[src/rtl/core/sset_pkg.sv]
`default_nettype none

package sset_pkg;

  localparam int CAPACITY   = 64;
  localparam int VALUE_BITS = 16;

  // held count must represent CAPACITY itself
  localparam int CNT_W = $clog2(CAPACITY + 1);

  // port field widths
  localparam int CMD_W     = 2;
  localparam int KEY_W     = 16;
  localparam int TAG_W     = 16;
  localparam int STATUS_W  = 3;
  localparam int OUT_CNT_W = 7;

  localparam logic [CMD_W-1:0] CMD_INSERT = 2'd0;
  localparam logic [CMD_W-1:0] CMD_DELETE = 2'd1;
  localparam logic [CMD_W-1:0] CMD_SEARCH = 2'd2;

  localparam logic [STATUS_W-1:0] ST_INSERTED  = 3'd0;
  localparam logic [STATUS_W-1:0] ST_DUPLICATE = 3'd1;
  localparam logic [STATUS_W-1:0] ST_DELETED   = 3'd2;
  localparam logic [STATUS_W-1:0] ST_DEL_MISS  = 3'd3;
  localparam logic [STATUS_W-1:0] ST_FOUND     = 3'd4;
  localparam logic [STATUS_W-1:0] ST_NOT_FOUND = 3'd5;
  localparam logic [STATUS_W-1:0] ST_FULL      = 3'd6;

  typedef logic [VALUE_BITS-1:0] value_t;
  typedef logic [CNT_W-1:0]      count_t;

  // controller to datapath
  typedef struct packed {
    logic load;  // capture the incoming item
    logic exec;  // run the operation and fill the result register
  } sset_cmd_t;

endpackage

`default_nettype wire

[src/rtl/core/sset_cell.sv]
`default_nettype none

// One slot of the sorted row: compares against the broadcast key and
// shifts toward higher slots on insert, lower slots on delete.
module sset_cell (
  input  wire logic            clk,
  input  wire logic            ins_en,
  input  wire logic            del_en,
  input  wire sset_pkg::value_t key,
  input  wire logic            in_use,
  input  wire logic            prev_lt,
  input  wire sset_pkg::value_t prev_entry,
  input  wire sset_pkg::value_t next_entry,
  output sset_pkg::value_t     entry,
  output logic                 lt,
  output logic                 eq
);

  sset_pkg::value_t entry_r;
  sset_pkg::value_t entry_nxt;

  assign lt    = in_use && (entry_r < key);
  assign eq    = in_use && (entry_r == key);
  assign entry = entry_r;

  always_comb begin
    entry_nxt = entry_r;
    if (ins_en && !lt) begin
      // first slot at or above the key takes the key, the rest move up
      entry_nxt = prev_lt ? key : prev_entry;
    end else if (del_en && !lt) begin
      entry_nxt = next_entry;
    end
  end

  always_ff @(posedge clk) begin
    entry_r <= entry_nxt;
  end

endmodule

`default_nettype wire

[src/rtl/core/sset_ctrl.sv]
`default_nettype none

module sset_ctrl (
  input  wire logic          clk,
  input  wire logic          rst_n,
  input  wire logic          in_valid,
  output logic               in_stall,
  output logic               out_valid,
  input  wire logic          out_stall,
  output sset_pkg::sset_cmd_t cmd
);

  localparam logic S_IDLE = 1'b0;
  localparam logic S_EXEC = 1'b1;

  logic state_r;
  logic state_nxt;
  logic out_valid_r;
  logic out_valid_nxt;
  logic out_free;

  assign out_free  = !out_valid_r || !out_stall;
  assign in_stall  = (state_r != S_IDLE);
  assign out_valid = out_valid_r;

  always_comb begin
    state_nxt = state_r;
    cmd.load  = 1'b0;
    cmd.exec  = 1'b0;
    unique case (state_r)
      S_IDLE: begin
        if (in_valid) begin
          cmd.load  = 1'b1;
          state_nxt = S_EXEC;
        end
      end
      S_EXEC: begin
        // hold the item until the result register can take the answer
        if (out_free) begin
          cmd.exec  = 1'b1;
          state_nxt = S_IDLE;
        end
      end
      default: begin
        state_nxt = S_IDLE;
      end
    endcase
  end

  always_comb begin
    if (cmd.exec) begin
      out_valid_nxt = 1'b1;
    end else begin
      out_valid_nxt = out_valid_r && out_stall;
    end
  end

  always_ff @(posedge clk) begin
    if (!rst_n) begin
      state_r     <= S_IDLE;
      out_valid_r <= 1'b0;
    end else begin
      state_r     <= state_nxt;
      out_valid_r <= out_valid_nxt;
    end
  end

endmodule

`default_nettype wire

[src/rtl/core/sset_datapath.sv]
`default_nettype none

module sset_datapath (
  input  wire logic                                clk,
  input  wire logic                                rst_n,
  input  wire sset_pkg::sset_cmd_t                 cmd,
  input  wire logic [sset_pkg::CMD_W-1:0]          in_cmd,
  input  wire logic [sset_pkg::KEY_W-1:0]          in_key_value,
  input  wire logic [sset_pkg::TAG_W-1:0]          in_task_tag,
  output logic      [sset_pkg::TAG_W-1:0]          out_result_tag,
  output logic      [sset_pkg::STATUS_W-1:0]       out_status,
  output logic      [sset_pkg::OUT_CNT_W-1:0]      out_entry_count
);

  localparam int CAP = sset_pkg::CAPACITY;

  logic [sset_pkg::CMD_W-1:0]    op_r;
  sset_pkg::value_t              key_r;
  logic [sset_pkg::TAG_W-1:0]    tag_r;
  sset_pkg::count_t              count_r;
  sset_pkg::count_t              count_nxt;

  logic [sset_pkg::TAG_W-1:0]    res_tag_r;
  logic [sset_pkg::STATUS_W-1:0] res_status_r;
  logic [sset_pkg::STATUS_W-1:0] res_status_nxt;
  logic [sset_pkg::OUT_CNT_W-1:0] res_count_r;

  logic [CAP-1:0]   lt_vec;
  logic [CAP-1:0]   eq_vec;
  sset_pkg::value_t ent [CAP];

  logic hit;
  logic full;
  logic ins_en;
  logic del_en;

  assign hit  = |eq_vec;
  assign full = (count_r == sset_pkg::CNT_W'(CAP));

  assign ins_en = cmd.exec && (op_r == sset_pkg::CMD_INSERT) && !hit && !full;
  assign del_en = cmd.exec && (op_r == sset_pkg::CMD_DELETE) && hit;

  for (genvar i = 0; i < CAP; i++) begin : g_cell
    logic             in_use;
    logic             prev_lt;
    sset_pkg::value_t prev_entry;
    sset_pkg::value_t next_entry;

    assign in_use = (sset_pkg::CNT_W'(i) < count_r);

    if (i == 0) begin : g_first
      assign prev_lt    = 1'b1;
      assign prev_entry = key_r;
    end else begin : g_mid
      assign prev_lt    = lt_vec[i-1];
      assign prev_entry = ent[i-1];
    end

    if (i == CAP - 1) begin : g_last
      assign next_entry = ent[i];
    end else begin : g_body
      assign next_entry = ent[i+1];
    end

    sset_cell u_cell (
      .clk        (clk),
      .ins_en     (ins_en),
      .del_en     (del_en),
      .key        (key_r),
      .in_use     (in_use),
      .prev_lt    (prev_lt),
      .prev_entry (prev_entry),
      .next_entry (next_entry),
      .entry      (ent[i]),
      .lt         (lt_vec[i]),
      .eq         (eq_vec[i])
    );
  end

  always_comb begin
    count_nxt = count_r;
    if (ins_en) begin
      count_nxt = count_r + sset_pkg::CNT_W'(1);
    end else if (del_en) begin
      count_nxt = count_r - sset_pkg::CNT_W'(1);
    end
  end

  always_comb begin
    case (op_r)
      sset_pkg::CMD_INSERT: begin
        // a present value answers duplicate even when full
        if (hit) begin
          res_status_nxt = sset_pkg::ST_DUPLICATE;
        end else if (full) begin
          res_status_nxt = sset_pkg::ST_FULL;
        end else begin
          res_status_nxt = sset_pkg::ST_INSERTED;
        end
      end
      sset_pkg::CMD_DELETE: begin
        res_status_nxt = hit ? sset_pkg::ST_DELETED : sset_pkg::ST_DEL_MISS;
      end
      default: begin
        // unused code behaves as search
        res_status_nxt = hit ? sset_pkg::ST_FOUND : sset_pkg::ST_NOT_FOUND;
      end
    endcase
  end

  always_ff @(posedge clk) begin
    if (!rst_n) begin
      count_r <= '0;
    end else begin
      count_r <= count_nxt;
    end
  end

  always_ff @(posedge clk) begin
    if (cmd.load) begin
      op_r  <= in_cmd;
      key_r <= sset_pkg::VALUE_BITS'(in_key_value);
      tag_r <= in_task_tag;
    end
    if (cmd.exec) begin
      res_tag_r    <= tag_r;
      res_status_r <= res_status_nxt;
      res_count_r  <= sset_pkg::OUT_CNT_W'(count_nxt);
    end
  end

  assign out_result_tag  = res_tag_r;
  assign out_status      = res_status_r;
  assign out_entry_count = res_count_r;

endmodule

`default_nettype wire

[src/rtl/core/sorted_set_insert_delete_search_unit.sv]
// Sorted set store: keeps up to 64 distinct 16-bit values in ascending order.
// Input channel (in_valid / in_stall): one task per transfer, in_cmd selects
// insert (0), delete (1) or search (2; code 3 also searches), with
// in_key_value and in_task_tag. Result channel (out_valid / out_stall): one
// result per task, in order, with out_result_tag, out_status and
// out_entry_count (values held after the operation).
// Timing: a task is taken into the load registers, then executed once the
// result register is free; all slots compare the key in parallel and shift
// in the same cycle, and the result is registered at that same edge, where
// out_valid rises. A new task is taken only after the previous one has
// executed, set by the load/execute sequence of the controller around the
// single result register.
// While a result waits under out_stall, one further task is still taken and
// held; it executes only once the result register frees, and in_stall stays
// high meanwhile.
// Reset (rst_n low, synchronous) empties the store and drops any pending
// result; no clearing pass is needed, the held count alone marks live slots.
`default_nettype none

module sorted_set_insert_delete_search_unit (
  input  wire logic                           clk,
  input  wire logic                           rst_n,
  input  wire logic                           in_valid,
  output logic                                in_stall,
  input  wire logic [sset_pkg::CMD_W-1:0]     in_cmd,
  input  wire logic [sset_pkg::KEY_W-1:0]     in_key_value,
  input  wire logic [sset_pkg::TAG_W-1:0]     in_task_tag,
  output logic                                out_valid,
  input  wire logic                           out_stall,
  output logic      [sset_pkg::TAG_W-1:0]     out_result_tag,
  output logic      [sset_pkg::STATUS_W-1:0]  out_status,
  output logic      [sset_pkg::OUT_CNT_W-1:0] out_entry_count
);

  sset_pkg::sset_cmd_t cmd;

  sset_ctrl u_ctrl (
    .clk       (clk),
    .rst_n     (rst_n),
    .in_valid  (in_valid),
    .in_stall  (in_stall),
    .out_valid (out_valid),
    .out_stall (out_stall),
    .cmd       (cmd)
  );

  sset_datapath u_dp (
    .clk             (clk),
    .rst_n           (rst_n),
    .cmd             (cmd),
    .in_cmd          (in_cmd),
    .in_key_value    (in_key_value),
    .in_task_tag     (in_task_tag),
    .out_result_tag  (out_result_tag),
    .out_status      (out_status),
    .out_entry_count (out_entry_count)
  );

endmodule

`default_nettype wire

[config.mk]
export PLATFORM = sky130hd
export DESIGN_NAME = sorted_set_insert_delete_search_unit
export DESIGN_NICKNAME = d
export VERILOG_FILES = /design/src/rtl/core/sset_pkg.sv /design/src/rtl/core/sset_cell.sv /design/src/rtl/core/sset_ctrl.sv /design/src/rtl/core/sset_datapath.sv /design/src/rtl/core/sorted_set_insert_delete_search_unit.sv
export SDC_FILE = /design/constraint.sdc
export NUM_CORES = 2
export LEC_CHECK = 0
export BUFFER_PORTS_ARGS = -buffer_cell sky130_fd_sc_hd__buf_2
export CAP_MARGIN = 10
export CORE_MARGIN = 1.5
export CORE_UTILIZATION = 60
export CTS_CLUSTER_DIAMETER = 50
export DETAILED_ROUTE_END_ITERATION = 6
export PLACE_DENSITY = 0.76
export SLEW_MARGIN = 20
export SYNTH_ARGS = -nofsm -noshare
export SYNTH_HDL_FRONTEND = slang
export SYNTH_SLANG_ARGS = --single-unit
[constraint.sdc]
create_clock -name clk -period 7.8 [get_ports clk]
set_clock_uncertainty 0.1 [all_clocks]
set_input_delay 0.78 -clock clk [delete_from_list [all_inputs] [get_ports clk]]
set_output_delay 0.78 -clock clk [all_outputs]
set_load 0.005 [all_outputs]
* Yosys cells after proc, flatten, opt, wreduce, memory -nomap -nowiden *
Cells that the tools add are included.

word-level totals
  input bits = 38
  register bits after elaboration = 1093

operators by class
  mux-type cells = 203
  reductions and logical operators = 395
  $lt $le $gt $ge = 128
  $add $sub $neg = 2
  bitwise operators = 1
  eq/ne operators = 66

operators by type and width
  operator                                                    number
  2-to-1 mux 16 bit                                           189
  == test 16 bit                                              64
  less-than comparator 16 bit                                 64
  logical AND 1 bit                                           261
  less-than comparator 6 x 7 -> 1 bit (first input constant)  32
  nonzero test 2 bit                                          63
  less-than comparator 5 x 7 -> 1 bit (first input constant)  16
  logical NOT 1 bit                                           68
  OR reduction 64 bit                                         1
  less-than comparator 4 x 7 -> 1 bit (first input constant)  8
  less-than comparator 3 x 7 -> 1 bit (first input constant)  4
  less-than comparator 1 x 7 -> 1 bit (first input constant)  2
  less-than comparator 2 x 7 -> 1 bit (first input constant)  2
  2-to-1 mux 7 bit                                            2
  2-to-1 mux 1 bit                                            8
  adder 7 x 1 -> 7 bit (second input constant)                1
  == test 7 bit (second input constant)                       1
  subtractor 7 x 1 -> 7 bit (second input constant)           1
  2-to-1 mux 3 bit                                            2
  one-hot mux 3 bit (2 select lines)                          1
  == test 2 x 1 -> 1 bit (second input constant)              1
  logical NOT 2 bit                                           1
  one-hot mux 1 bit (2 select lines)                          1
  logical OR 1 bit                                            1
  NOT 1 bit                                                   1

* Longest topological paths before layout *
  word-level depth = 9
  depth in mapped cells = 17
  mapped depth without buffers = 11

* By module *
From an unflattened synthesis, not the netlist that was laid out.

second synthesis, totals
  cells, all modules = 7762
  area total of the unflattened synthesis = 93508.4 um^2

modules (own cells, without submodules)
  module         cells an instance  sequential area each (um^2)  area an instance (um^2)  instances
  sset_cell      117                480.5                        1411.4                   64
  sset_datapath  266                1941.9                       3103.0                   1
  sset_ctrl      8                  40.0                         78.8                     1

* Worst setup path after synthesis *
No wires, ideal clock.

  path type = register to register
  from = reg u_dp.key_r[10], in the netlist u_dp.g_cell[0].prev_entry[10]
  to = reg u_dp.g_cell[45].u_cell.entry_r[0] (enable)
  clock period less this slack = 5492 ps
  required time = 7306 ps
  library setup time = 394 ps
  stages on the path, launching flop included = 16
  data arrival time = 4997 ps
  buffers on the path = 5
  slack = 2308 ps
  path through = edfxtp_1 -> clkbuf_1 -> clkbuf_1 -> inv_1 -> ha_1 -> and4_1 -> and3_1 -> a311oi_1 -> o22ai_1 -> nor4_1 -> nand3_1 -> buf_2 -> mux2_2 -> clkbuf_1 -> clkbuf_1 -> a21oi_1

between the ends
  word-level cells in the longest chain between the ends = 8

RTL lines
  what                              line                  text
  start: declaration                sset_datapath.sv:18   sset_pkg::value_t key_r;
  start signal: assignment          sset_datapath.sv:122  key_r <= sset_pkg::VALUE_BITS'(in_key_value);
  == test 16 bit                    sset_cell.sv:23       assign eq = in_use && (entry_r == key);
  logical AND 1 bit                 sset_cell.sv:23
  OR reduction 64 bit               sset_datapath.sv:37   assign hit = |eq_vec;
  logical NOT 1 bit                 sset_datapath.sv:40   assign ins_en = cmd.exec && (op_r == sset_pkg::CMD_INSERT) && !hit && !full;
  logical AND 1 bit (2 in series)   sset_datapath.sv:40
  logical AND 1 bit                 sset_cell.sv:28       if (ins_en && !lt) begin
  nonzero test 2 bit (no line) (*)  -
  end signal: assignment            sset_cell.sv:37       entry_r <= entry_nxt;
  end: declaration                  sset_cell.sv:19       sset_pkg::value_t entry_r;

Mark *: on every way between the ends. The rest lies on a longest branch, timed or not.
A chain may end at the register's enable or synchronous reset.

* Worst setup path in the final report *
  from = reg u_dp.key_r[1], in the netlist u_dp.g_cell[0].prev_entry[1]
  to = reg u_dp.g_cell[6].u_cell.entry_r[9] (data pin)

between the ends
  word-level cells in the longest chain between the ends = 8

RTL lines
  what                                    line                 text
  == test 16 bit                          sset_cell.sv:23
  logical AND 1 bit                       sset_cell.sv:23
  OR reduction 64 bit                     sset_datapath.sv:37
  logical NOT 1 bit                       sset_datapath.sv:40
  logical AND 1 bit (2 in series)         sset_datapath.sv:40
  logical AND 1 bit                       sset_cell.sv:28
  2-to-1 mux 16 bit (*)                   sset_cell.sv:28
  net u_dp.g_cell[6].u_cell.entry_nxt[9]  sset_cell.sv:20      sset_pkg::value_t entry_nxt;
  end signal: assignment                  sset_cell.sv:37
  end: declaration                        sset_cell.sv:19

Mark *: on every way through the listed nets, which the timed path passes. The rest lies on a longest branch.

==> metrics.cfg <==
[route]
firstDrtPassIters=6
antenna_left=0
first_iter_violations=6252
routed_wl_um=256000
drc=0
wl_per_cell_um=30.3
vias=58195
via_per_inst=6.90

[sta]
tns_ns=0
fin_ws_ns=1.15
max_slew_margin_pct=15.4
rsz0062_at_grt=no
setup_viol=0
slew_violations=0
hold_violations=0
worstMarginPinSlew_ns=1.26
fin_crit_sh_pct=85.3
min_period_ns=6.65
hold-worst-slack_ns=0.0422
fmax_mhz=150

[critical_path]
critPathLaunchType=flop
end_kind=flop
crit_type=reg -> reg
crit_required_ns=8.25
worstPathArrival_ns=7.10
r2r_slack_ns=1.15
cp_max_fo=32

[clock_network]
cts-root-buf=clkbuf_16
cts_sinks=1093
h-tree-depth=4
cts_resized=0
holdBufCountCts=0
clk_pin_slew_ns=0.06
cts_made_buffers=150
cts_tree=built
max-clock-path-buffers=3
post_cts_buffers=0
clk-insertion-delay-late_ns=0.81

[floorplan]
start_util_pct=60.7
die_area_um2=138000
io_pins=66
die_x_um=371
core_um2=134000
die_h_um=371
rows=134

[finish]
final_cells=8440
fillers=9739
nets=7613
syn_to_final_growth_pct=9.51
drive_gt1_share_pct=35.2

[global_route]
grt_max_degree=71
grt_pass1_vias=59423
grt.overflow.total=0
antenna_found_initial=18
grt_pass1_wl_um=377000
grtUsageTotal_pct=36.6

[yosys]
synth_top_area_share_pct=40.1
ys_top_cells_by_area=edfxtp_1, mux2_2, ha_1
async_reset_ff_share_pct=0
synth_edf_count=1084
syn_nets=7522
ys_types=71
yosys.cell_count.top_type=mux2_2
ys_ff_latch=1093
ys_seq_area_share_pct=40.3
synth_top_area_cell=edfxtp_1
synthTopCellsByCount=mux2_2, edfxtp_1, ha_1, a21oi_1, o21ai_0
synth_flop_cell=edfxtp_1
synth_area_per_cell_um2=12.6
synthesis.area_um2=81200
syn_inst=6456
yosysWarnings=0

[power_and_ir_drop]
leakagePower_nw=32.3
power_mw=15.4
vdd_drop_max_v=0.000197
power.density_nw_per_um2=173

[placed_design]
portBuffers=65
preCtsSetupSlack_ns=1.49
hpwl_um=179000
routabilityCongestion=0.945
dp_cells=8163

[run_status]
status=finished clean

[min_path]
hp-class=in -> reg

[job]
drv_cap=0

stage by stage:
step,area [µm²],util [%]
3_3_place_gp,83900,62.7
2_1_floorplan,81200,-
4_1_cts,88900,66.4
5_1_grt,88900,66.4
3_5_place_dp,83900,62.7
6_report,88900,66.5
routing by layer:
| layer | vias to the layer above | global-route usage (%) | share of wire, % |
|---|---|---|---|
| li1 | 25411 | - | - |
| met1 | 28937 | 46.4 | 39 |
| met2 | 3015 | 58.5 | 46 |
| met3 | 818 | 7.77 | 9.2 |
| met4 | 14 | 19.9 | 5.8 |
| met5 | - | 0 | 0.033 |
cells in the final DEF (no fill, tap or decap), drive strengths merged, types with 172 or more instances in the layout:
cell	Yosys	final
o21ai	257	257
ha	1028	1028
buf	126	267
nor2	235	235
mux2	1879	1879
inv	155	173
edfxtp	1084	1084
clkbuf	202	172
a21oi	320	320
nand4	237	237
worst max-delay path, stage by stage, from the launching register on:
cell and delay, ns:
edfxtp_1 0.44, inv_4 0.69, buf_4 0.39, ha_1 0.29, nand4_1 0.11, nor3_1 0.08, a32oi_1 0.55, nand4_1 0.48
nor4_1 0.31, nand3_1 0.47, nor2_4 1.06, buf_4 0.31, and2_1 0.63, mux2_2 0.42
registers in the layout, summed over array words and instances (netlist names):
name                      cells
u_ctrl.in_stall               1
u_ctrl.out_valid              1
u_dp.count_r                  7
u_dp.g_cell.prev_entry       16
u_dp.g_cell.u_cell.entry   1024
u_dp.op_r                     2
u_dp.out_entry_count          7
u_dp.out_result_tag          16
u_dp.out_status               3
u_dp.tag_r                   16
logic make-up after synthesis:
family,Yosys count,share of synthesized area (%)
fa+ha+maj,1028,15.8
simple gates,906,6.41
flops,1093,40.3
xor+xnor,7,0.0755
buf+inv,484,2.65
mux,2008,27.7
compound gates,930,7.05
cell type report:
| type | count | area [µm²] | area share (%) |
|---|---|---|---|
| well taps | 1768 | 2210 | 2.49 |
| clock buffers | 172 | 3840 | 4.31 |
| repair buffers | 267 | 1930 | 2.17 |
| clock inverters | 100 | 1090 | 1.22 |
| diodes | 5 | 12.5 | 0.0141 |
| inverters | 156 | 622 | 0.699 |
| multi-input cells | 4879 | 46500 | 52.3 |
| flip-flops and latches | 1093 | 32700 | 36.8 |
final timing paths:
kind,from,endpoint,cells past startpoint
hold reg to reg,u_dp.tag_r[0],u_dp.out_result_tag[0],0
hold / removal,in_task_tag[3],u_dp.tag_r[3],1
setup reg to reg,u_dp.g_cell[0].prev_entry[1],u_dp.g_cell[6].u_cell.entry[9],13
setup / recovery,u_dp.g_cell[0].prev_entry[1],u_dp.g_cell[6].u_cell.entry[9],13
where the power goes:
group | total (mW) | switching [mW] | internal [mW]
Sequential | 6.71 | 0.125 | 6.59
Clock | 6.92 | 2.84 | 4.07
Combinational | 1.77 | 1.08 | 0.684
Total | 15.4 | 4.05 | 11.3
No activity file was read; power rests on OpenSTA's default activity.
